===== src/rtl/dcrb_pkg.sv =====
// Package for the delimited command ring buffer.
// Holds command, operation and status codes and the item and result types.
// No dependencies.
`timescale 1ns / 1ps

package dcrb_pkg;

  localparam logic [1:0] CMD_PUSH    = 2'd0;
  localparam logic [1:0] CMD_POP     = 2'd1;
  localparam logic [1:0] CMD_DISCARD = 2'd2;
  localparam logic [1:0] CMD_NONE    = 2'd3;

  localparam logic [1:0] OP_BYTE     = 2'd0;
  localparam logic [1:0] OP_END      = 2'd1;
  localparam logic [1:0] OP_POP      = 2'd2;
  localparam logic [1:0] OP_DISCARD  = 2'd3;

  localparam logic [2:0] ST_STAGED   = 3'd0;
  localparam logic [2:0] ST_STORED   = 3'd1;
  localparam logic [2:0] ST_DROPPED  = 3'd2;
  localparam logic [2:0] ST_DATA     = 3'd3;
  localparam logic [2:0] ST_EMPTY    = 3'd4;

  localparam logic [5:0] MAX_POP     = 6'd32;
  localparam logic [7:0] END_RESET   = 8'd10;

  typedef struct packed {
    logic [1:0] op;
    logic [7:0] data;
    logic [5:0] limit;
  } item_t;

  typedef struct packed {
    logic [7:0] byte_out;
    logic       last;
    logic [2:0] status;
    logic       command_waiting;
  } res_t;

endpackage


===== src/rtl/dcrb_if.sv =====
// Channel interfaces for the delimited command ring buffer.
// Request channel carries commands in, response channel carries results out.
// No dependencies.
`timescale 1ns / 1ps

interface dcrb_req_if;
  logic       valid;
  logic       ready;
  logic [1:0] command;
  logic [7:0] byte_in;
  logic [5:0] read_limit;

  modport source (output valid, command, byte_in, read_limit, input ready);
  modport sink (input valid, command, byte_in, read_limit, output ready);
endinterface

interface dcrb_rsp_if;
  logic       valid;
  logic       ready;
  logic [7:0] byte_out;
  logic       last;
  logic [2:0] status;
  logic       command_waiting;

  modport source (output valid, byte_out, last, status, command_waiting, input ready);
  modport sink (input valid, byte_out, last, status, command_waiting, output ready);
endinterface


===== src/rtl/delimited_command_ring_buffer.sv =====
// Top level of the delimited command ring buffer.
// Depends on dcrb_pkg, dcrb_if, dcrb_front, dcrb_back and dcrb_ram.
//
// Commands enter on req (push a byte, pop the oldest command, discard the
// oldest command); results leave on rsp, one transfer per result, with last
// set on the final result of each command. cfg_we writes cfg_wdata into the
// end marker register; write it only while the block is idle.
// A push of an ordinary byte is taken while the output register is free, so
// bytes can stream in at one per cycle; the request is written into the
// queue and its result into the output register. A push of the end marker
// that fits copies the staged command into the ring through the staging
// memory, one byte per cycle, and then loads its result. A pop reads each
// byte from the ring memory and then emits it; a discard reads and checks
// each skipped byte, loading one result at the end marker or an empty ring.
// A two-entry queue in the front end feeds the sequencer. Reset empties the
// ring, the staging buffer and the queue, clears the command count and sets
// the end marker to 10; the memories are not cleared. When the receiver
// stalls, the result is held in the output register, the sequencer waits to
// load its next result, and requests are taken until the queue fills.
`timescale 1ns / 1ps

module delimited_command_ring_buffer #(
  parameter int RING_BYTES    = 64,
  parameter int COMMAND_BYTES = 32
) (
  input  logic       clk,
  input  logic       rst,
  input  logic       cfg_we,
  input  logic [7:0] cfg_wdata,
  dcrb_req_if.sink   req,
  dcrb_rsp_if.source rsp
);
  import dcrb_pkg::*;

  logic       q_valid;
  logic       q_take;
  item_t      q_item;
  logic [7:0] end_marker;

  dcrb_front u_front (
    .clk        (clk),
    .rst        (rst),
    .cfg_we     (cfg_we),
    .cfg_wdata  (cfg_wdata),
    .req        (req),
    .q_take     (q_take),
    .q_valid    (q_valid),
    .q_item     (q_item),
    .end_marker (end_marker)
  );

  dcrb_back #(
    .RING_BYTES    (RING_BYTES),
    .COMMAND_BYTES (COMMAND_BYTES)
  ) u_back (
    .clk        (clk),
    .rst        (rst),
    .end_marker (end_marker),
    .q_valid    (q_valid),
    .q_item     (q_item),
    .q_take     (q_take),
    .rsp        (rsp)
  );

endmodule


===== src/rtl/dcrb_ram.sv =====
// Generic simple dual-port RAM with one write port and a registered read port.
// No dependencies.
`timescale 1ns / 1ps

module dcrb_ram #(
  parameter int WIDTH = 8,
  parameter int DEPTH = 64
) (
  input  logic                     clk,
  input  logic                     we,
  input  logic [$clog2(DEPTH)-1:0] waddr,
  input  logic [WIDTH-1:0]         wdata,
  input  logic                     re,
  input  logic [$clog2(DEPTH)-1:0] raddr,
  output logic [WIDTH-1:0]         rdata
);

  logic [WIDTH-1:0] mem [DEPTH];

  always_ff @(posedge clk) begin
    if (we) begin
      mem[waddr] <= wdata;
    end
    if (re) begin
      rdata <= mem[raddr];
    end
  end

endmodule


===== src/rtl/dcrb_front.sv =====
// Front end: holds the end marker register, accepts and classifies requests,
// queues all but CMD_NONE for the back end. Depends on dcrb_pkg and dcrb_if.
`timescale 1ns / 1ps

module dcrb_front (
  input  logic           clk,
  input  logic           rst,
  input  logic           cfg_we,
  input  logic [7:0]     cfg_wdata,
  dcrb_req_if.sink       req,
  input  logic           q_take,
  output logic           q_valid,
  output dcrb_pkg::item_t q_item,
  output logic [7:0]     end_marker
);
  import dcrb_pkg::*;

  item_t      qmem [2];
  logic       wp;
  logic       rp;
  logic [1:0] cnt;
  logic       push;
  logic       keep;
  item_t      item;

  always_comb begin
    item.data  = req.byte_in;
    item.limit = req.read_limit;
    if (req.read_limit == 6'd0) begin
      item.limit = 6'd1;
    end else if (req.read_limit > MAX_POP) begin
      item.limit = MAX_POP;
    end
    keep = 1'b1;
    case (req.command)
      CMD_PUSH: item.op = (req.byte_in == end_marker) ? OP_END : OP_BYTE;
      CMD_POP: item.op = OP_POP;
      CMD_DISCARD: item.op = OP_DISCARD;
      default: begin
        item.op = OP_BYTE;
        keep = 1'b0;
      end
    endcase
  end

  assign req.ready = (cnt != 2'd2);
  assign push      = req.valid && req.ready && keep;
  assign q_valid   = (cnt != 2'd0);
  assign q_item    = qmem[rp];

  always_ff @(posedge clk) begin
    if (rst) begin
      end_marker <= END_RESET;
      wp <= 1'b0;
      rp <= 1'b0;
      cnt <= 2'd0;
    end else begin
      if (cfg_we) begin
        end_marker <= cfg_wdata;
      end
      if (push) begin
        wp <= ~wp;
      end
      if (q_take) begin
        rp <= ~rp;
      end
      cnt <= cnt + {1'b0, push} - {1'b0, q_take};
    end
  end

  always_ff @(posedge clk) begin
    if (push) begin
      qmem[wp] <= item;
    end
  end

`ifndef SYNTHESIS
  assert property (@(posedge clk) disable iff (rst) cnt <= 2'd2)
    else $error("Queue count exceeds its depth.");
  assert property (@(posedge clk) disable iff (rst) q_take |-> q_valid)
    else $error("Back end took an item from an empty queue.");
  assert property (@(posedge clk) disable iff (rst) (q_valid && !q_take) |=> $stable(q_item))
    else $error("Queued item changed while it waited.");
`endif

endmodule


===== src/rtl/dcrb_back.sv =====
// Back end: staging store, command ring and the sequencer that carries out
// pushes, commits, pops and discards, plus the output register.
// Depends on dcrb_pkg, dcrb_if and dcrb_ram.
`timescale 1ns / 1ps

module dcrb_back #(
  parameter int RING_BYTES    = 64,
  parameter int COMMAND_BYTES = 32
) (
  input  logic            clk,
  input  logic            rst,
  input  logic [7:0]      end_marker,
  input  logic            q_valid,
  input  dcrb_pkg::item_t q_item,
  output logic            q_take,
  dcrb_rsp_if.source      rsp
);
  import dcrb_pkg::*;

  localparam int PW = $clog2(RING_BYTES);
  localparam int SW = $clog2(COMMAND_BYTES);
  localparam int LW = $clog2(COMMAND_BYTES + 1);
  localparam int UW = $clog2(RING_BYTES + COMMAND_BYTES + 1);

  localparam logic [2:0] S_IDLE     = 3'd0;
  localparam logic [2:0] S_COPY     = 3'd1;
  localparam logic [2:0] S_COMMIT   = 3'd2;
  localparam logic [2:0] S_POP_RD   = 3'd3;
  localparam logic [2:0] S_POP_EMIT = 3'd4;
  localparam logic [2:0] S_DISC_RD  = 3'd5;
  localparam logic [2:0] S_DISC_CHK = 3'd6;

  logic [2:0]    state, state_next;
  logic [PW-1:0] rd_ptr, rd_ptr_next;
  logic [PW-1:0] wr_ptr, wr_ptr_next;
  logic [PW-1:0] cmd_count, cmd_count_next;
  logic [LW-1:0] stg_len, stg_len_next;
  logic [LW-1:0] cp_len, cp_len_next;
  logic [LW-1:0] cp_issue, cp_issue_next;
  logic          cp_pend, cp_pend_next;
  logic [5:0]    lim, lim_next;
  logic [5:0]    k, k_next;

  logic          out_valid;
  res_t          out_data;
  logic          out_free;
  logic          emit;
  res_t          res;

  logic          stg_we;
  logic [SW-1:0] stg_waddr;
  logic          stg_re;
  logic [SW-1:0] stg_raddr;
  logic [7:0]    stg_rdata;
  logic          ring_we;
  logic          ring_re;
  logic [7:0]    ring_rdata;

  logic [SW-1:0] stg_idx;
  logic [LW-1:0] new_len;
  logic [PW-1:0] used;
  logic          fits;
  logic          empty;
  logic [PW-1:0] rd_inc;
  logic [PW-1:0] wr_inc;
  logic [PW-1:0] cnt_take;
  logic          pop_stop;
  logic          disc_stop;

  dcrb_ram #(.WIDTH(8), .DEPTH(COMMAND_BYTES)) u_stg (
    .clk   (clk),
    .we    (stg_we),
    .waddr (stg_waddr),
    .wdata (q_item.data),
    .re    (stg_re),
    .raddr (stg_raddr),
    .rdata (stg_rdata)
  );

  dcrb_ram #(.WIDTH(8), .DEPTH(RING_BYTES)) u_ring (
    .clk   (clk),
    .we    (ring_we),
    .waddr (wr_ptr),
    .wdata (stg_rdata),
    .re    (ring_re),
    .raddr (rd_ptr),
    .rdata (ring_rdata)
  );

  assign out_free  = !out_valid || rsp.ready;
  assign empty     = (rd_ptr == wr_ptr);
  assign rd_inc    = (rd_ptr == PW'(RING_BYTES - 1)) ? '0 : rd_ptr + 1'b1;
  assign wr_inc    = (wr_ptr == PW'(RING_BYTES - 1)) ? '0 : wr_ptr + 1'b1;
  assign used      = (wr_ptr >= rd_ptr) ? wr_ptr - rd_ptr
                                        : PW'(RING_BYTES) + wr_ptr - rd_ptr;
  assign stg_idx   = (stg_len >= LW'(COMMAND_BYTES)) ? '0 : stg_len[SW-1:0];
  assign new_len   = LW'(stg_idx) + 1'b1;
  assign fits      = (UW'(new_len) + UW'(used)) <= UW'(RING_BYTES - 1);

  always_comb begin
    cnt_take = cmd_count;
    if ((ring_rdata == end_marker) && (cmd_count != '0)) begin
      cnt_take = cmd_count - 1'b1;
    end
    if (rd_inc == wr_ptr) begin
      cnt_take = '0;
    end
  end

  assign pop_stop  = (ring_rdata == end_marker) || ((k + 6'd1) == lim) || (rd_inc == wr_ptr);
  assign disc_stop = (ring_rdata == end_marker) || (rd_inc == wr_ptr);

  always_comb begin
    state_next     = state;
    rd_ptr_next    = rd_ptr;
    wr_ptr_next    = wr_ptr;
    cmd_count_next = cmd_count;
    stg_len_next   = stg_len;
    cp_len_next    = cp_len;
    cp_issue_next  = cp_issue;
    cp_pend_next   = 1'b0;
    lim_next       = lim;
    k_next         = k;
    q_take         = 1'b0;
    emit           = 1'b0;
    res            = '0;
    res.last       = 1'b1;
    stg_we         = 1'b0;
    stg_waddr      = stg_idx;
    stg_re         = 1'b0;
    stg_raddr      = cp_issue[SW-1:0];
    ring_we        = 1'b0;
    ring_re        = 1'b0;
    case (state)
      S_IDLE: begin
        if (q_valid) begin
          case (q_item.op)
            OP_BYTE: begin
              if (out_free) begin
                q_take       = 1'b1;
                stg_we       = 1'b1;
                stg_len_next = new_len;
                emit         = 1'b1;
                res.status   = ST_STAGED;
                res.command_waiting = (cmd_count != '0);
              end
            end
            OP_END: begin
              if (fits) begin
                q_take        = 1'b1;
                stg_we        = 1'b1;
                cp_len_next   = new_len;
                cp_issue_next = '0;
                state_next    = S_COPY;
              end else if (out_free) begin
                q_take       = 1'b1;
                stg_len_next = '0;
                emit         = 1'b1;
                res.status   = ST_DROPPED;
                res.command_waiting = (cmd_count != '0);
              end
            end
            OP_POP, OP_DISCARD: begin
              if (empty) begin
                if (out_free) begin
                  q_take     = 1'b1;
                  emit       = 1'b1;
                  res.status = ST_EMPTY;
                  res.command_waiting = (cmd_count != '0);
                end
              end else begin
                q_take     = 1'b1;
                lim_next   = q_item.limit;
                k_next     = 6'd0;
                state_next = (q_item.op == OP_POP) ? S_POP_RD : S_DISC_RD;
              end
            end
            default: begin
              q_take = 1'b1;
            end
          endcase
        end
      end
      S_COPY: begin
        if (cp_issue != cp_len) begin
          stg_re        = 1'b1;
          cp_issue_next = cp_issue + 1'b1;
          cp_pend_next  = 1'b1;
        end
        if (cp_pend) begin
          ring_we     = 1'b1;
          wr_ptr_next = wr_inc;
        end
        if ((cp_issue == cp_len) && !cp_pend) begin
          state_next = S_COMMIT;
        end
      end
      S_COMMIT: begin
        if (out_free) begin
          cmd_count_next = cmd_count + 1'b1;
          stg_len_next   = '0;
          emit           = 1'b1;
          res.status     = ST_STORED;
          res.command_waiting = 1'b1;
          state_next     = S_IDLE;
        end
      end
      S_POP_RD: begin
        ring_re    = 1'b1;
        state_next = S_POP_EMIT;
      end
      S_POP_EMIT: begin
        if (out_free) begin
          rd_ptr_next    = rd_inc;
          cmd_count_next = cnt_take;
          emit           = 1'b1;
          res.byte_out   = ring_rdata;
          res.last       = pop_stop;
          res.status     = ST_DATA;
          res.command_waiting = (cnt_take != '0);
          k_next         = k + 6'd1;
          state_next     = pop_stop ? S_IDLE : S_POP_RD;
        end
      end
      S_DISC_RD: begin
        ring_re    = 1'b1;
        state_next = S_DISC_CHK;
      end
      S_DISC_CHK: begin
        if (!disc_stop) begin
          rd_ptr_next    = rd_inc;
          cmd_count_next = cnt_take;
          state_next     = S_DISC_RD;
        end else if (out_free) begin
          rd_ptr_next    = rd_inc;
          cmd_count_next = cnt_take;
          emit           = 1'b1;
          res.status     = ST_DATA;
          res.command_waiting = (cnt_take != '0);
          state_next     = S_IDLE;
        end
      end
      default: begin
        state_next = S_IDLE;
      end
    endcase
  end

  always_ff @(posedge clk) begin
    if (rst) begin
      state     <= S_IDLE;
      rd_ptr    <= '0;
      wr_ptr    <= '0;
      cmd_count <= '0;
      stg_len   <= '0;
      cp_pend   <= 1'b0;
      out_valid <= 1'b0;
    end else begin
      state     <= state_next;
      rd_ptr    <= rd_ptr_next;
      wr_ptr    <= wr_ptr_next;
      cmd_count <= cmd_count_next;
      stg_len   <= stg_len_next;
      cp_pend   <= cp_pend_next;
      if (emit) begin
        out_valid <= 1'b1;
      end else if (rsp.ready) begin
        out_valid <= 1'b0;
      end
    end
  end

  always_ff @(posedge clk) begin
    cp_len   <= cp_len_next;
    cp_issue <= cp_issue_next;
    lim      <= lim_next;
    k        <= k_next;
    if (emit) begin
      out_data <= res;
    end
  end

  assign rsp.valid           = out_valid;
  assign rsp.byte_out        = out_data.byte_out;
  assign rsp.last            = out_data.last;
  assign rsp.status          = out_data.status;
  assign rsp.command_waiting = out_data.command_waiting;

`ifndef SYNTHESIS
  assert property (@(posedge clk) disable iff (rst) (rd_ptr == wr_ptr) |-> (cmd_count == '0))
    else $error("Command count is nonzero while the ring is empty.");
  assert property (@(posedge clk) disable iff (rst) stg_len <= LW'(COMMAND_BYTES))
    else $error("Staging length exceeds the staging store.");
  assert property (@(posedge clk) disable iff (rst) emit |-> out_free)
    else $error("Result loaded while the output register still holds one.");
  assert property (@(posedge clk) disable iff (rst)
      (state == S_COPY) |=> (state == S_COPY) || (state == S_COMMIT))
    else $error("Commit copy left before its result was issued.");
`endif

endmodule


===== src/flat_wrapper.sv =====
// flat-port wrapper written by rule: the top's interface ports become plain ports
module delimited_command_ring_buffer_flat import dcrb_pkg::*;
#(
  parameter int RING_BYTES    = 64,
  parameter int COMMAND_BYTES = 32
)
  (clk, rst, cfg_we, cfg_wdata, req_valid, req_command, req_byte_in, req_read_limit, req_ready, rsp_valid, rsp_byte_out, rsp_last, rsp_status, rsp_command_waiting, rsp_ready);
  dcrb_req_if req_i ();
  dcrb_rsp_if rsp_i ();
  input  logic clk;
  input  logic rst;
  input  logic cfg_we;
  input  logic [7:0] cfg_wdata;
  input wire logic [$bits(req_i.valid)-1:0] req_valid;
  input wire logic [$bits(req_i.command)-1:0] req_command;
  input wire logic [$bits(req_i.byte_in)-1:0] req_byte_in;
  input wire logic [$bits(req_i.read_limit)-1:0] req_read_limit;
  output wire logic [$bits(req_i.ready)-1:0] req_ready;
  output wire logic [$bits(rsp_i.valid)-1:0] rsp_valid;
  output wire logic [$bits(rsp_i.byte_out)-1:0] rsp_byte_out;
  output wire logic [$bits(rsp_i.last)-1:0] rsp_last;
  output wire logic [$bits(rsp_i.status)-1:0] rsp_status;
  output wire logic [$bits(rsp_i.command_waiting)-1:0] rsp_command_waiting;
  input wire logic [$bits(rsp_i.ready)-1:0] rsp_ready;
  assign req_i.valid = req_valid;
  assign req_i.command = req_command;
  assign req_i.byte_in = req_byte_in;
  assign req_i.read_limit = req_read_limit;
  assign req_ready = req_i.ready;
  assign rsp_valid = rsp_i.valid;
  assign rsp_byte_out = rsp_i.byte_out;
  assign rsp_last = rsp_i.last;
  assign rsp_status = rsp_i.status;
  assign rsp_command_waiting = rsp_i.command_waiting;
  assign rsp_i.ready = rsp_ready;
  delimited_command_ring_buffer #(.RING_BYTES(RING_BYTES), .COMMAND_BYTES(COMMAND_BYTES)) u_core (.clk(clk), .rst(rst), .cfg_we(cfg_we), .cfg_wdata(cfg_wdata), .req(req_i), .rsp(rsp_i));
endmodule

===== config.mk =====
export PLATFORM = sky130hd
export DESIGN_NAME = delimited_command_ring_buffer_flat
export DESIGN_NICKNAME = d
export VERILOG_FILES = /design/src/rtl/dcrb_pkg.sv /design/src/rtl/dcrb_if.sv /design/src/rtl/delimited_command_ring_buffer.sv /design/src/rtl/dcrb_ram.sv /design/src/rtl/dcrb_front.sv /design/src/rtl/dcrb_back.sv /design/src/flat_wrapper.sv
export SDC_FILE = /design/constraint.sdc
export NUM_CORES = 1
export LEC_CHECK = 0
export ABC_AREA = 0
export BUFFER_PORTS_ARGS = -buffer_cell sky130_fd_sc_hd__buf_2
export CORE_MARGIN = 3
export CORE_UTILIZATION = 60
export CTS_CLUSTER_SIZE = 20
export DETAILED_ROUTE_END_ITERATION = 16
export GPL_TIMING_DRIVEN = 0
export PLACE_DENSITY = 0.74
export RECOVER_POWER = 100
export SLEW_MARGIN = 10
export SYNTH_ARGS = -nofsm -noshare
export SYNTH_HDL_FRONTEND = slang
export SYNTH_SLANG_ARGS = --single-unit
export TNS_END_PERCENT = 5

===== constraint.sdc =====
create_clock -name clk -period 5.12 [get_ports clk]
set_input_delay 0.768 -clock clk [delete_from_list [all_inputs] [get_ports clk]]
set_output_delay 0.768 -clock clk [all_outputs]
set_load 0.05 [all_outputs]

[After elaboration in Yosys (flattened, before gate mapping)]
Memories as Yosys holds them, arrays and structs flattened. A register that Yosys moved wholly into a read port is not among the register bits.
Index checks and enable logic that the tools add are counted.
Cells by class
  add/subtract/negate cells: 11
  multipliers: 0
  divide/modulo/power cells: 0
  order comparisons: 3
  eq/ne operators: 36
  shift-type cells: 0
  muxes and demuxes: 87
  bitwise operators: 3
  reduce and logical (&&, ||, !) cells: 36
Operators by type and width (count)
  $mux W6: 23
  $pmux W6 S2: 5
  $mux W3: 13
  $add A6 B1 Y6 const B: 5
  $mux W1: 30
  $eq A6 B6 Y1: 4
  $pmux W3 S7: 1
  $pmux W6 S3: 1
  $eq A8 B8 Y1: 2
  $pmux W4 S4: 1
  $reduce_and A5 Y1: 3
  $ne A2 B2 Y1 const B: 7
  $eq A6 B6 Y1 const B: 2
  $mux W4: 3
  $ne A3 B3 Y1 const B: 4
  $pmux W4 S3: 1
  $reduce_bool A2 Y1: 6
  $reduce_bool A6 Y1: 2
  $eq A3 B3 Y1 const B: 3
  $pmux W1 S3: 3
  $reduce_and A4 Y1: 2
  $add A6 B6 Y7: 1
  $le A7 B6 Y1 const B: 1
  $add A5 B1 Y6 const B: 1
  other kinds (30): 52
Word-level totals
  bits in registers: 78
  bits in latches: 0
  memory bits (writable): 800
  bits in read-only memories: 0
  output and inout bits: 15
  memories: 3
Memory list
  u_core.u_back.u_ring.mem: depth 64, width 8, read ports 1, clocked after Yosys merged registers in 1, wr ports 1, line dcrb_ram.sv:18  | logic [WIDTH-1:0] mem [DEPTH];
  u_core.u_back.u_stg.mem: depth 32, width 8, read ports 1, clocked after Yosys merged registers in 1, wr ports 1, line dcrb_ram.sv:18
  u_core.u_front.qmem: depth 2, width 16, read ports 1, clocked after Yosys merged registers in 1, wr ports 1, line dcrb_front.sv:18  | item_t qmem [2];

[Logic depth before layout (Yosys ltp)]
Gate-level depths: netlist of the first run.
  depth after elaboration: 11
  gate-level depth with buffers: 23
  mapped depth without buffers: 20

[Hierarchy]
A second synthesis of the first run with hierarchy kept.
Unflattened totals
  cells, all modules: 1964
  area, all modules: 36546.3 um^2
Modules (own cells, without submodules)
  dcrb_ram at u_core.u_back.u_ring: times used 1, cells each 972, area an instance 20270.7 um^2
  dcrb_ram at u_core.u_back.u_stg: times used 1, cells each 417, area an instance 10133.5 um^2
  dcrb_back: times used 1, cells each 451, area an instance 4305.4 um^2
  dcrb_front: times used 1, cells each 124, area an instance 1836.8 um^2

[Worst setup path after synthesis of the first run]
No wires, ideal clock.
  kind: register to register
  start: register u_core.u_back.rd_ptr[1]
  end: register u_core.u_front.cnt[1]
  library setup time: 128 ps
  arrival time: 4029 ps
  path slack: 964 ps
  stages on the path, launching flop included: 22
  buffers on the path: 4
  period minus slack after synthesis: 4156 ps
  cells stage by stage: dfxtp_1 -> buf_2 -> buf_2 -> buf_1 -> buf_2 -> inv_1 -> ha_1 -> a21o_1 -> a21o_1 -> a21o_1 -> a21oi_1 -> xor2_1 -> ha_1 -> o211ai_1 -> nand3_1 -> a21oi_1 -> ha_1 -> inv_1 -> ha_1 -> xor2_1 -> xnor2_1 -> nor2_1
On the way
  word-level cells in the longest chain between the ends: 8
Ends and longest elaborated chain
  from (decl): line dcrb_back.sv:34  | logic [PW-1:0] rd_ptr, rd_ptr_next;
  from (signal assigned): line dcrb_back.sv:260  | rd_ptr <= rd_ptr_next;
  $sub A6 B6 Y6: line dcrb_back.sv:94, dcrb_back.sv:95
  $add A6 B6 Y7: line dcrb_back.sv:98  | assign fits = (UW'(new_len) + UW'(used)) <= UW'(RING_BYTES - 1);
  $le A7 B6 Y1: line dcrb_back.sv:98
  $mux W1: line dcrb_back.sv:149  | if (fits) begin
  $pmux W1 S3 *: line dcrb_back.sv:137  | case (q_item.op)
  $mux W1 *: line dcrb_back.sv:136  | if (q_valid) begin
  $mux W1 *: line dcrb_back.sv:134  | case (state)
  named net u_core.q_take: line delimited_command_ring_buffer.sv:36  | logic q_take;
  $sub A2 B1 Y2 *: line dcrb_front.sv:67  | cnt <= cnt + {1'b0, push} - {1'b0, q_take};
  to (signal assigned): line dcrb_front.sv:67
  to (decl): line dcrb_front.sv:21  | logic [1:0] cnt;
Mark *: on every way through the listed nets, which the timed path passes. The rest lies on a longest branch.
A chain may end at the register's enable or synchronous reset.

[Final worst setup path of the first run]
  start: register u_core.u_back.rd_ptr[2]
  end: memory u_core.u_back.u_stg.mem[15][6] (enable)
On the way
  word-level cells in the longest chain between the ends: 9
Ends and longest elaborated chain
  $sub A6 B6 Y6: line dcrb_back.sv:94, dcrb_back.sv:95
  $add A6 B6 Y7: line dcrb_back.sv:98
  $le A7 B6 Y1: line dcrb_back.sv:98
  $mux W1: line dcrb_back.sv:149
  $pmux W1 S2: line dcrb_back.sv:137
  $mux W1: line dcrb_back.sv:136
  $mux W1: line dcrb_back.sv:134
  $mux W1: line dcrb_ram.sv:21  | if (we) begin
  $mux W1 (not written as such): line dcrb_ram.sv:22  | mem[waddr] <= wdata;
  to (decl): line dcrb_ram.sv:18
No other way between the ends.

==> metrics.cfg, run 1 <==
[synth]
ys_seq_area_share_pct = 73.21
synthTopCellsByArea = edfxtp_1 (71%), mux4_2 (15%), dfxtp_1 (2.3%), nor2_1 (1.8%), ha_1 (0.87%)
yosys.area_share.adder_pct = 0.9765
synth_nets = 1910
syn_avg_cell_area_sq_um = 19.49
synth_mux_area_share_pct = 16.47
synth_top_family_by_area = multiplexers
synth_edf_count = 853
synth_compound_area_share_pct = 1.967
syn_inst = 1854
synth_largest_area_cell = edfxtp_1
synth_area_sq_mm = 0.03613
synthFlopType = edfxtp_1
synth.most_common_cell = edfxtp_1
synth_seq_cells = 895
synth_warnings = 0
synth_xor_area_share_pct = 1.350
yosys.area.top_type_share_pct = 70.89
ys_async_sr_fraction_pct = 0
synth_common_cells = edfxtp_1 (853), mux4_2 (245), nor2_1 (173)
synth-simple-area-share_pct = 4.584
synth_cell_type_count = 67

[sta]
drv_slew = 0
skew_ns = 0.03856
max_freq_mhz = 195.3
final-hold-violation-count = 0
post-route-period-util_pct = 100.0
finalCriticalPeriod_ns = 5.121
tightest_slew_ns = 1.472
slew_headroom_pct = 1.523
setup_viol = 2
timing.hold.ws_ns = 0.3735
rsz0062_at_grt = true
fin_ws_ns = -0.0006750

[pwr]
power.density_mw_per_mm2 = 465.5
ir_drop_mv = 0.3245
p_leak_nw = 12.56

[cts]
clock_latency_ns = 0.64
cts_buffers = 87
cts_root_buf = clkbuf_16
cts_tree = yes
clk_path_buf_depth = 3
cts_setup_buffers = 0
cts.htree.levels = 3
clock-sinks = 895
path_clk_slew_ns = 0.07

[critical_path]
worst-path-buf-inv = 3
path_cells = buf_2 -> clkbuf_1 -> inv_1 -> ha_1 -> a21o_1 -> a21o_1 -> a21oi_1 -> xor2_1 -> ha_1 -> a211oi_1 -> nand2b_1 -> nand2_1 -> nand2_1 -> nor2_2
cp.arrival_ns = 5.37
crit_type = flop to flop
rrSetupSlack_ns = -0.0007
cpPeakStageDelay_ns = 0.74
reg2reg_depth = 14
cp-start-kind = flop
r2r-end = u_core.u_back.u_stg.mem[15][6]$_DFFE_PP_
cp_top_family = simple AND/OR/NAND/NOR gates
reg2reg_from = u_core.u_back.rd_ptr[2]$_SDFFE_PP0N_
cp_num_cells = 14
endpoint_kind = flop
critPathRequiredTime_ns = 5.36
worstSetupStartpoint = u_core.u_back.rd_ptr[2]$_SDFFE_PP0N_
cp_max_fo = 10
timing.critical_path.slowest_stage_cell = clkbuf_1

[route]
drc = 0
routedWlPerCell_um = 29.31
ant_nets = 0
vias_per_cell = 6.638
dr.pass1.iters = 8
drtIter0Drc = 2216
wl_um = 83440
num_vias = 18900

[grt]
grt_pass1_wl_um = 124000
grt_max_degree = 33
antenna_found_initial = 0
grt_pass1_vias = 18960
grt_usage_pct = 26.88
gr-total-overflow = 0

[min_path]
holdPathStages = 3
min_from = cfg_wdata[0]
hold_end = u_core.u_front.end_marker[0]$_SDFFE_PP0P_
hold_class = input port to flop

[floorplan]
die-width_um = 251.4
core-area_sq_mm = 0.05935
io_pins = 44
rows = 89
initial_core_util_pct = 60.88
dieArea_sq_mm = 0.06320
dieHeight_um = 251.4

[final_layout]
syn_to_final_growth_pct = 11.68
layout-drive-gt1-share_pct = 22.91
final_nets = 2057
fin_util_pct = 67.99

[run_status]
status = complete, but fails checks
violations = negative setup slack

[placement]
port_buffers = 41
hpwl_um = 54330
place_congestion = 0.8398

[run]
cap_violations = 0

tightest hold or removal path: stages:
cell and delay (ns):
buf_2 0.07, mux2i_1 0.06, nor2_1 0.08
cells in the final DEF (no fill, tap or decap), drive strengths merged, types with 16 or more instances in the layout:
cell / synthesis / routed
a21oi: 34 / 34
and3: 17 / 17
buf: 42 / 48
clkbuf: 57 / 219
clkinv: 0 / 35
dfxtp: 42 / 42
edfxtp: 853 / 853
ha: 25 / 25
inv: 24 / 27
mux2: 27 / 27
mux4: 245 / 245
nand2: 52 / 52
nand3: 32 / 32
nor2: 173 / 173
nor3: 16 / 16
o21ai: 24 / 24
xnor2: 30 / 30
xor2: 23 / 23
flip-flops by register name, summed over array words and instances (netlist names), 2 cells and up, named ones only:
register and flops:
u_core.u_back.u_ring.mem 512, u_core.u_back.u_stg.mem 256, u_core.u_front.qmem 32, u_core.u_back.rsp.byte_out 8, u_core.u_back.u_ring.rdata 8, u_core.u_back.u_stg.rdata 8, u_core.u_front.end_marker 8, u_core.u_back.cmd_count 6
u_core.u_back.cp_issue 6, u_core.u_back.cp_len 6, u_core.u_back.k 6, u_core.u_back.lim 6, u_core.u_back.rd_ptr 6, u_core.u_back.stg_len 6, u_core.u_back.wr_ptr 6, u_core.u_back.rsp.status 3
u_core.u_back.state 3, u_core.u_front.cnt 2
repair_timing:
action                     4_1_cts  5_1_grt
hold buffers                     0        0
resized for setup               34        8
setup endpoints to repair      271      256
pin swaps                        0        0
power by group:
group	internal (mW)	total, mW	leakage (nW)	switching (mW)
Clock	3.77	6.51	1.42	2.74
Sequential	8.90	9.09	8.03	0.189
Combinational	1.08	3.19	3.11	2.10
cell families (layout without fill, tap and decap cells):
group | Yosys count | after routing
simple gates | 359 | 359
buf+inv | 123 | 342
mux | 285 | 285
fa+ha+maj | 27 | 27
xor+xnor | 54 | 54
compound gates | 111 | 111
other cells | 0 | 1
flops | 895 | 895
how the worst max path moves through the flow:
stage                                               end  slack (ns)
2_1_floorplan          u_core.u_front.cnt[1]$_SDFF_PP0_        0.96
5_1_grt        u_core.u_back.u_stg.mem[15][5]$_DFFE_PP_       -0.25
3_5_place_dp    u_core.u_back.u_stg.mem[9][3]$_DFFE_PP_       -0.81
6_report       u_core.u_back.u_stg.mem[15][6]$_DFFE_PP_     -0.0007
3_3_place_gp   u_core.u_back.u_stg.mem[16][3]$_DFFE_PP_       -0.69
4_1_cts        u_core.u_back.u_stg.mem[13][0]$_DFFE_PP_        0.03
final cells by class:
| cell class | instances | area (sq um) |
|---|---|---|
| Sequential cell | 895 | 26460 |
| Clock inverter | 51 | 553.0 |
| Timing Repair Buffer | 59 | 240.2 |
| Multi-Input combinational cell | 836 | 9276 |
| Antenna cell | 1 | 2.502 |
| Tap cell | 773 | 967.2 |
| Inverter | 24 | 90.09 |
| Buffer | 98 | 424.2 |
| Fill cell | 3707 | 19000 |
| Clock buffer | 110 | 2346 |
metal layers:
metal	wire [um]	vias to the layer above	track usage (%)	share of wire [%]
li1	-	7801	-	-
met1	32630	9825	38.19	39
met2	40620	1094	43.31	49
met3	7980	178	6.207	9.6
met4	2209	0	6.779	2.6
met5	0	-	0	0
stage by stage:
step                      setup WS [ns]  area, sq um  power [mW]  std cells    TNS (ns)
after floorplan                  0.9635        36130       11.28       1854           0
after global placement          -0.6949        37310       12.31       2668     -169.24
after detailed placement        -0.8064        37720       12.61       2686     -187.54
after CTS                       0.03079        40700       19.05       2846           0
after global routing            -0.2481        40350       19.36       2846      -36.29
final                        -0.0006750        40360       18.79       2847  -0.0007114
(Power assumes the default switching activity.)
==> run 2: changes to the inputs <==
--- a/config.mk
+++ b/config.mk
@@ -14,8 +14,9 @@
 export GPL_TIMING_DRIVEN = 0
 export PLACE_DENSITY = 0.74
 export RECOVER_POWER = 100
+export REMOVE_ABC_BUFFERS = 1
 export SLEW_MARGIN = 10
 export SYNTH_ARGS = -nofsm -noshare
 export SYNTH_HDL_FRONTEND = slang
 export SYNTH_SLANG_ARGS = --single-unit
-export TNS_END_PERCENT = 5
+export TNS_END_PERCENT = 50
==> run 2 against run 1 <==
Net effect: the flow finishes with violations (max-capacitance violations, max-slew violations); first-iteration DRC count fell by 5.0%; fmax rose by 12%; via count fell by 4.1%; register-to-register slack improved by 0.56 ns; sequential power rose by 2%; sequential cell count did not move; global-route usage fell by 1.2 points; count of clock-buffer cells in the layout did not move; clock power fell by 5.1%; die area did not move; highest routed layer is now met5.
==> metrics.cfg, run 2 (same netlist as run 1, synthesis figures left out) <==
[cts]
ctsHoldBuffers = 0  ; unchanged
path_clk_slew_ns = 0.06  ; about the same
clk_path_buf_depth = 3  ; unchanged
cts_root_buf = clkbuf_16
cts_setup_buffers = 0  ; unchanged
clock_latency_ns = 0.64  ; about the same
cts_resized = 0  ; -100%
clock-sinks = 895  ; unchanged
cts_tree = yes
cts.htree.levels = 3  ; unchanged
cts_buffers = 87  ; unchanged

[final_layout]
fin_cells = 2765  ; -2.9%
fill_cells = 3709  ; +0.054%
layout-drive-gt1-share_pct = 21.39  ; -1.5 points
syn_to_final_growth_pct = 10.59
seqCellArea_sq_mm = 0.02646  ; about the same
layout_common_cells = edfxtp_1 (853), mux4_2 (245), nor2_1 (173)
multi_input_area_sq_mm = 0.009148  ; -1.4%
num_antenna_cells = 0  ; -1
largest_reg_flops = 512  ; unchanged
final_nets = 1978  ; -3.8%
final_common_cell = edfxtp_1
largest-register = u_core.u_back.u_ring.mem
top_regs = u_core.u_back.u_ring.mem x512, u_core.u_back.u_stg.mem x256, u_core.u_front.qmem x32

[sta]
drv_slew = 76  ; +76
finalCriticalPeriod_ns = 4.559  ; -0.5622 ns
max_freq_mhz = 219.4  ; +12%
slew_headroom_pct = -21.77  ; -23 points
final-hold-violation-count = 0  ; unchanged
post-route-period-util_pct = 89.03  ; -11 points
setup_viol = 0  ; -2
rsz0062_at_grt = false
skew_ns = 0.02113  ; -0.01743 ns
timing.hold.ws_ns = 0.3722  ; -0.001291 ns
fin_ws_ns = 0.5615  ; +0.5622 ns
tightest_slew_ns = 1.827  ; +0.3548 ns

[grt]
grt_pass1_wl_um = 119900  ; -3.3%
grt_usage_pct = 25.69  ; -1.2 points
antenna_found_initial = 2  ; +2
grt_max_degree = 56  ; +70%
grt_pass1_vias = 18620  ; -1.8%
gr-total-overflow = 0  ; unchanged

[placement]
dpl_worst_slack_ns = 0.5980  ; +1.404 ns
port_buffers = 43  ; +4.9%
placed_cells = 2606  ; -3.0%
hpwl_um = 49200  ; -9.5%
place_congestion = 0.8412  ; +0.17%

[route]
ant_nets = 0  ; unchanged
drc = 0  ; unchanged
num_vias = 18130  ; -4.1%
drtIter0Drc = 2105  ; -5.0%
wl_um = 78970  ; -5.4%
routedWlPerCell_um = 28.56  ; -2.5%
vias_per_cell = 6.557  ; -1.2%
dr.pass1.iters = 7  ; -1

[floorplan]
die-width_um = 251.4  ; unchanged
initial_core_util_pct = 60.88  ; unchanged
io_pins = 44  ; unchanged
dieArea_sq_mm = 0.06320  ; unchanged
core-area_sq_mm = 0.05935  ; unchanged
dieHeight_um = 251.4  ; unchanged
rows = 89  ; unchanged

[critical_path]
crit_type = flop to flop
cp-start-kind = flop
cp.arrival_ns = 4.85  ; -0.52 ns
critPathRequiredTime_ns = 5.42  ; +0.06 ns
timing.critical_path.slowest_stage_cell = clkbuf_2
cp_max_fo = 38  ; +28
endpoint_kind = flop
reg2reg_from = u_core.u_back.rd_ptr[0]$_SDFFE_PP0N_
cpPeakStageDelay_ns = 1.23  ; +0.49 ns
cp_common_cell = mux4_2
rrSetupSlack_ns = 0.56  ; +0.56 ns
r2r-end = u_core.u_back.u_ring.rdata[1]$_DFFE_PP_
path_cells = clkbuf_2 -> buf_16 -> mux4_2 -> mux4_2 -> and2_1 -> a211oi_1 -> a31oi_1
reg2reg_depth = 7  ; -7

[min_path]
holdPathStages = 3  ; unchanged
hold_end = u_core.u_front.end_marker[1]$_SDFFE_PP1P_
min_from = cfg_wdata[1]
hold_class = input port to flop

[run]
cap_violations = 2  ; +2

[pwr]
ir_drop_mv = 0.3513  ; +8.3%
p_leak_nw = 12.40  ; -1.3%
power.density_mw_per_mm2 = 461.0  ; -0.96%

[run_status]
status = complete, but fails checks
violations = max-capacitance violations, max-slew violations

[run 2: metrics by stage]
stage	setup TNS [ns]	util (%)	power (mW)	instance area, sq um
3_3_place_gp	-2032.90	62.15	12.36	36890
2_1_floorplan	-1095.74	-	11.33	35710
3_5_place_dp	0	63.44	12.62	37650
5_1_grt	0	67.33	19.02	39960
4_1_cts	0	68.07	18.79	40400
6_report	0	67.33	18.42	39960
[run 2: final cells by class]
cell class                      count  area share [%]
Clock buffer                      110           5.849
Clock inverter                     49           1.021
Inverter                           24          0.2254
Multi-Input combinational cell    836           22.89
Sequential cell                   895           66.22
Tap cell                          773           2.420
Timing Repair Buffer               78           1.371
[run 2: worst max-delay path, delay by kind of cell, from the launching register on]
family | cells | cell delay [ns]
buffers and inverters | 2 | 1.58
muxes | 2 | 1.15
DFF | 1 | 0.67
AOI/OAI and AO/OA | 2 | 0.54
and+or+nand+nor | 1 | 0.18
[run 2: metal layers]
layer | vias up | wire (um) | part of all wire, % | global-route usage (%)
met5 | - | 27 | 0.034 | 0
met4 | 4 | 2665 | 3.4 | 8.354
met3 | 180 | 5777 | 7.3 | 4.718
met2 | 889 | 39540 | 50 | 42.00
met1 | 9412 | 30970 | 39 | 35.95
li1 | 7644 | - | - | -
[run 2: worst max-delay path by stage]
stage                                          from                                  endpoint  slack [ns]
2_1_floorplan  u_core.u_back.rd_ptr[0]$_SDFFE_PP0N_  u_core.u_back.u_stg.mem[12][0]$_DFFE_PP_       -3.49
3_3_place_gp   u_core.u_back.rd_ptr[0]$_SDFFE_PP0N_  u_core.u_back.u_stg.mem[28][4]$_DFFE_PP_       -6.40
3_5_place_dp   u_core.u_back.rd_ptr[1]$_SDFFE_PP0N_   u_core.u_back.u_stg.mem[8][1]$_DFFE_PP_        0.60
4_1_cts        u_core.u_back.rd_ptr[1]$_SDFFE_PP0N_   u_core.u_back.u_stg.mem[8][5]$_DFFE_PP_        0.58
5_1_grt        u_core.u_back.rd_ptr[0]$_SDFFE_PP0N_   u_core.u_back.u_ring.rdata[1]$_DFFE_PP_        0.22
6_report       u_core.u_back.rd_ptr[0]$_SDFFE_PP0N_   u_core.u_back.u_ring.rdata[1]$_DFFE_PP_        0.56
[run 2: where the power goes]
| group | switching (mW) | total (mW) | internal, mW | leakage [nW] |
|---|---|---|---|---|
| clock | 2.65 | 6.18 | 3.54 | 1.34 |
| sequential | 0.366 | 9.27 | 8.90 | 8.03 |
| combinational | 1.86 | 2.97 | 1.11 | 3.02 |
| total | 4.87 | 18.4 | 13.6 | 12.4 |
